--- src/hdl/assert_macros.svh ---
// Assertion helpers used by the top-level RTL file.
`ifndef ASSERT_MACROS_SVH
`define ASSERT_MACROS_SVH

// A condition that must hold at every clock edge out of reset.
`define TSBC_ASSERT(lbl, cond, msg) \
  lbl: assert property (@(posedge clk) disable iff (rst) (cond)) else $error(msg);

// A condition that must hold in the cycle after a trigger.
`define TSBC_ASSERT_NEXT(lbl, trig, cons, msg) \
  lbl: assert property (@(posedge clk) disable iff (rst) (trig) |=> (cons)) else $error(msg);

`endif

--- src/hdl/tsbc_pkg.sv ---
package tsbc_pkg;

  localparam int PAIR_CLASSES_DEF = 3;
  localparam int CELLS_FIRST_DEF  = 4;
  localparam int CELLS_SECOND_DEF = 4;
  localparam int CELLS_CONJ_DEF   = 9;
  localparam int COEF_BITS_DEF    = 40;

  localparam int TERMS          = 64;
  localparam int OUTS           = 4;
  localparam int AXES           = 3;
  localparam int COORD_W        = 20;
  localparam int FRAC_W         = 16;
  localparam int FACT_W         = 18;
  localparam int XY_W           = 2 * FACT_W;
  localparam int XYZ_W          = XY_W + FACT_W;
  localparam int HALF_W         = 32;
  localparam int MAG_W          = 2 * HALF_W;
  localparam int HP_W           = HALF_W + FACT_W;
  localparam int OUT_W          = 48;
  localparam int TERM_W         = OUT_W + 1;
  localparam int ADDS_PER_STAGE = 4;
  localparam int ACC_STAGES     = TERMS / ADDS_PER_STAGE;

  localparam logic [FACT_W-1:0] ONE_Q16 = FACT_W'(65536);
  localparam logic [TERM_W-1:0] TERM_LIM = {2'b01, {(TERM_W-2){1'b0}}};
  localparam logic signed [OUT_W-1:0] SAT_POS = {1'b0, {(OUT_W-1){1'b1}}};
  localparam logic signed [OUT_W-1:0] SAT_NEG = {1'b1, {(OUT_W-1){1'b0}}};

  typedef enum logic {
    REQ_WRITE = 1'b0,
    REQ_EVAL  = 1'b1
  } req_kind_t;

  typedef logic [FACT_W-1:0] fact_t;

  typedef struct packed {
    fact_t [3:0] p;
    fact_t [3:0] d;
  } factors_t;

  function automatic logic signed [TERM_W-1:0] term_of(input logic [HP_W-1:0] hp,
                                                       input logic [HP_W-1:0] lp,
                                                       input logic neg);
    logic [TERM_W-1:0] t;
    logic [HP_W-1:0] lr;
    lr = lp + HP_W'(32768);
    if (hp >= HP_W'(64'h8000_0000)) begin
      t = TERM_LIM;
    end else begin
      t = TERM_W'({hp[HALF_W-2:0], 16'h0000}) + TERM_W'(lr >> 16);
      if (t > TERM_LIM) begin
        t = TERM_LIM;
      end
    end
    return neg ? -$signed(t) : $signed(t);
  endfunction

  function automatic logic signed [OUT_W-1:0] sat_add(input logic signed [OUT_W-1:0] a,
                                                      input logic signed [TERM_W-1:0] b);
    logic signed [OUT_W+1:0] s;
    s = (OUT_W+2)'(a) + (OUT_W+2)'(b);
    if (s > (OUT_W+2)'(SAT_POS)) begin
      return SAT_POS;
    end else if (s < (OUT_W+2)'(SAT_NEG)) begin
      return SAT_NEG;
    end
    return s[OUT_W-1:0];
  endfunction

endpackage

--- src/hdl/tsbc_powers.sv ---
module tsbc_powers (
  input  logic                     clk,
  input  logic                     en,
  input  logic [tsbc_pkg::FRAC_W-1:0] frac,
  output tsbc_pkg::factors_t       fac
);
  import tsbc_pkg::*;

  logic [FRAC_W-1:0]   f1;
  logic [2*FRAC_W-1:0] sq1;
  logic [FRAC_W-1:0]   f2;
  logic [FRAC_W-1:0]   p2;
  logic [3*FRAC_W-1:0] cube2;

  always_ff @(posedge clk) begin
    if (en) begin
      f1    <= frac;
      sq1   <= (2*FRAC_W)'(frac) * (2*FRAC_W)'(frac);
      f2    <= f1;
      p2    <= FRAC_W'((sq1 + (2*FRAC_W)'(32768)) >> 16);
      cube2 <= (3*FRAC_W)'(sq1) * (3*FRAC_W)'(f1);
      fac.p[0] <= ONE_Q16;
      fac.p[1] <= FACT_W'(f2);
      fac.p[2] <= FACT_W'(p2);
      fac.p[3] <= FACT_W'((cube2 + (3*FRAC_W)'(64'h8000_0000)) >> 32);
      fac.d[0] <= '0;
      fac.d[1] <= ONE_Q16;
      fac.d[2] <= FACT_W'({f2, 1'b0});
      fac.d[3] <= FACT_W'({p2, 1'b0}) + FACT_W'(p2);
    end
  end

endmodule

--- config.mk ---
export PLATFORM = sky130hd
export DESIGN_NAME = tsbc_powers
export DESIGN_NICKNAME = d
export VERILOG_FILES = /design/src/hdl/assert_macros.svh /design/src/hdl/tsbc_pkg.sv /design/src/hdl/tsbc_powers.sv
export SDC_FILE = /design/constraint.sdc
export NUM_CORES = 2
export LEC_CHECK = 0
export ABC_AREA = 1
export BUFFER_PORTS_ARGS = -buffer_cell sky130_fd_sc_hd__buf_4
export CORE_ASPECT_RATIO = 0.8
export CORE_MARGIN = 1.5
export CORE_UTILIZATION = 52
export DETAILED_ROUTE_END_ITERATION = 6
export GPL_ROUTABILITY_DRIVEN = 0
export PLACE_DENSITY = 0.69
export RECOVER_POWER = 100
export SLEW_MARGIN = 20
export SYNTH_ARGS = -nofsm -noshare
export SYNTH_HDL_FRONTEND = slang
export SYNTH_SLANG_ARGS = --single-unit
--- constraint.sdc ---
create_clock -name clk -period 7.83 [get_ports clk]
set_clock_uncertainty 0.15 [all_clocks]
set_input_delay 1.566 -clock clk [delete_from_list [all_inputs] [get_ports clk]]
set_output_delay 1.566 -clock clk [all_outputs]
set_load 0.02 [all_outputs]
== Yosys cells after proc, flatten, opt, wreduce, memory -nomap -nowiden ==
Index checks and enable logic that the tools add are counted.
Storage, ports and cells
  input bits: 18
  output and inout bits: 144
  flip-flop bits (word level): 194
Cells by class
  $mul: 2
  $add $sub $neg: 3
Operators with widths (number)
  48-bit by 32-bit adder with 48-bit output (second input constant): 1
  32-bit by 16-bit multiplier with 48-bit output: 1
  32-bit by 16-bit adder with 32-bit output (second input constant): 1
  16-bit by 16-bit multiplier with 32-bit output: 1
  17-bit by 16-bit adder with 18-bit output: 1

== Depth between registers and ports, before layout ==
  depth after elaboration: 1
  depth in mapped cells: 29

== Worst setup path before layout ==
OpenSTA, ideal clock, no wires.
  path kind: input-to-reg
  start point: input frac[13] in the netlist's numbering
  end point: register sq1[30] (data pin)
  path buffers: 2
  setup slack: 0.937 ns
  data arrival time: 6.490 ns
  library setup time: 0.252 ns
  stages on the path: 25
  cell sequence: clkbuf_1 > clkbuf_1 > nand2_1 > fa_1 > inv_1 > fa_1 > inv_1 > fa_1 > inv_1 > fa_1 > inv_1 > fa_1 > inv_1 > fa_1 > ha_1 > nand2_1 > nand2_1 > a21oi_1 > nor2_1 > nor2_1 > nor2_1 > nor2_1 > nand2_1 > nand2_1 > nand2_1
On the way
  longest elaborated chain between the ends: 1
Ends and longest elaborated chain
  start, declared: line tsbc_powers.sv:4  | input logic [tsbc_pkg::FRAC_W-1:0] frac,
  16-bit by 16-bit multiplier with 32-bit output: line tsbc_powers.sv:18  | sq1 <= (2*FRAC_W)'(frac) * (2*FRAC_W)'(frac);
  end signal, assigned: line tsbc_powers.sv:18
  end, declared: line tsbc_powers.sv:10  | logic [2*FRAC_W-1:0] sq1;
Every way passes these cells.
A chain may end at the register's enable or synchronous reset.

== Final worst setup path ==
  start point: input frac[12] in the netlist's numbering
  end point: register sq1[25] (data pin)
The elaborated chain is that of the path after synthesis.

==> results.tsv <==
metric	value	unit
synth_edf_count	160	
yosysSeqAreaShare	0.1508	
cp-start-kind	input port	
maxCapViolCount	2	
num_vias	24033	
hp-class	reg -> reg	
drc	0	
final_common_cell	inv_1	
outcome	finished, violations left	
layout.nets	4846	
max_freq	142.7	MHz
min_period	7.010	ns
grt_overflow_total	0	
rows	80	
post-place-ws	0.9480	ns
cts_htree_levels	4	
min_period_over_period	0.8953	
synth-main-ff-cell	edfxtp_1	
grt_pass1_wl	130700	um
tightest_slew	4.859	ns
antenna_found_initial	1	
routedWlPerCell	16.40	um
ctsHoldBuffers	0	
cts_tree	yes	
async_flop_share	0	
post_dp_cell_area	33020	um^2
layout.cells.most_common_list	1205 x inv_1, 1139 x nand2_1, 575 x fa_1	
grt_usage	0.2691	
postCtsSetupBuffers	0	
clkLatencyLatePin	0.48	ns
whs	0.2714	ns
layout-drive-gt1-share	0.02211	
io_pins	162	
synth_fa_ha_area_frac	0.4555	
rsz0062_at_grt	false	
first_pass_iters	5	
yosysWarnings	0	
core-area	60060	um^2
grt_start_max_net_pins	87	
cts_buffers	17	
synthMuxAreaShare	0	
die_h	224.4	um
ys_seq_elements	160	
clock-sinks	160	
dr.first_iter.drc_count	2167	
crit_path_start	frac[12]	
synth_top_family_by_area	adder cells	
drv_slew	116	
violations	max-capacitance violations, max-slew violations	
postRouteAntennaNets	0	
cp.required	7.91	ns
syn-cell-area	31860	um^2
cts_resized	0	
path_max_fanout	17	
syn_area_per_cell	7.966	um^2
worstHoldStart	f2[1]	
fp.dieW	279.8	um
first_global_vias	24560	
arrival	7.09	ns
final_cell_area	33190	um^2
synth-compound-area-share	0.01975	
setup_viol	0	
port_buffers	99	
hold_viol	0	
setup_slack	0.8201	ns
crit_path_end_kind	flop	
drt_wl_total	78820	um
fillers	5696	
dp_hpwl	63680	um
initial_core_util	0.5306	
syn_to_final_growth	4.170	%
yosys.area_share.simple	0.1776	
antenna_cells	0	
vias_per_cell	5.002	
clkTransAtPathRegs	0.07	ns
die_area	62780	um^2
cts_max_path_buffers	2	
slew_headroom	-2.239	
final.setup.tns	0	ns
clockRootBuffer	clkbuf_16	
synth_xor_xnor_area_share	0.01814	
synthCells	4000	
yosysUniqueCellTypes	41	
worstSetupPathType	in -> reg	
reg2reg_from	f1[3]	
## final timing paths
path | end | slack (ns) | depth (start not counted)
setup reg to reg | cube2[46] | 1.10 | 23
hold reg to reg | fac[38] | 0.27 | 0
hold / removal | fac[38] | 0.27 | 0
setup / recovery | sq1[25] | 0.82 | 21
## stage by stage
step	instances	utilization
final	4805	0.5527
after global routing	4805	0.5527
after CTS	4802	0.5596
after detailed placement	4770	0.5499
after global placement	4770	0.5499
after floorplan	4067	-
## layer usage
metal  wire length (um)  global-route usage  part of all wire  up-vias
li1                   -                   -                 -    11258
met1              35120              0.3976              0.45    11606
met2              33380              0.3977              0.42     1061
met3               8779             0.07001              0.11      106
met4               1541             0.05963             0.020        2
met5                  7                   0          0.000089        -
## flip-flops by register name (all words and copies together), names as in the netlist
| register | count |
|---|---|
| sq1 | 30 |
| f1 | 16 |
| p2 | 16 |
| fac | 65 |
| cube2 | 17 |
| f2 | 16 |
## final cells by class
cell class              count  area [um^2]  area share
clock inverters            15        157.7    0.004750
flip-flops and latches    160         4805      0.1447
clock buffers              17        425.4     0.01282
inverters                1206         4527      0.1364
repair buffers            146        765.7     0.02307
multi-input cells        2482        21540      0.6489
well taps                 779        974.7     0.02936
## critical path: stages
cell and delay [ns]:
clkbuf_1 0.67, nand2_1 0.25, fa_1 0.59, inv_1 0.05, fa_1 0.53, inv_1 0.05
fa_1 0.49, inv_1 0.05, fa_1 0.52, inv_1 0.05, fa_1 0.47, inv_1 0.05
fa_1 0.44, ha_1 0.37, nand2_1 0.10, nor2_1 0.20, inv_1 0.09, nor3_1 0.21
nand3_1 0.16, nand4_1 0.12, nand2_1 0.05
## cells in the mapped netlist, types with 7 or more instances
cell,number,share of area
inv_1,1205,0.14
nand2_1,1138,0.13
fa_1,575,0.36
ha_1,240,0.094
edfxtp_1,160,0.15
nor2_1,123,0.014
clkbuf_1,120,0.014
buf_4,82,0.019
a21oi_1,76,0.012
nand3_1,70,0.011
xor2_1,43,0.012
nand4_1,27,0.0053
o21ai_0,25,0.0039
nor3_1,23,0.0036
xnor2_1,23,0.0063
buf_1,10,0.0012
nand2_2,7,0.0014
nor2_2,7,0.0014
## cells by family after synthesis
| kind of cell | Yosys count |
|---|---|
| AND/OR/NAND/NOR | 1414 |
| buffers and inverters | 1425 |
| adder cells (fa/ha/maj) | 815 |
| flip-flops | 160 |
| other | 2 |
| XOR/XNOR | 66 |
| AO/OA/AOI/OAI | 118 |
Power is left out: the tool's default activity adds up to more than one toggle a clock period on the data nets, which glitch-free logic cannot reach.
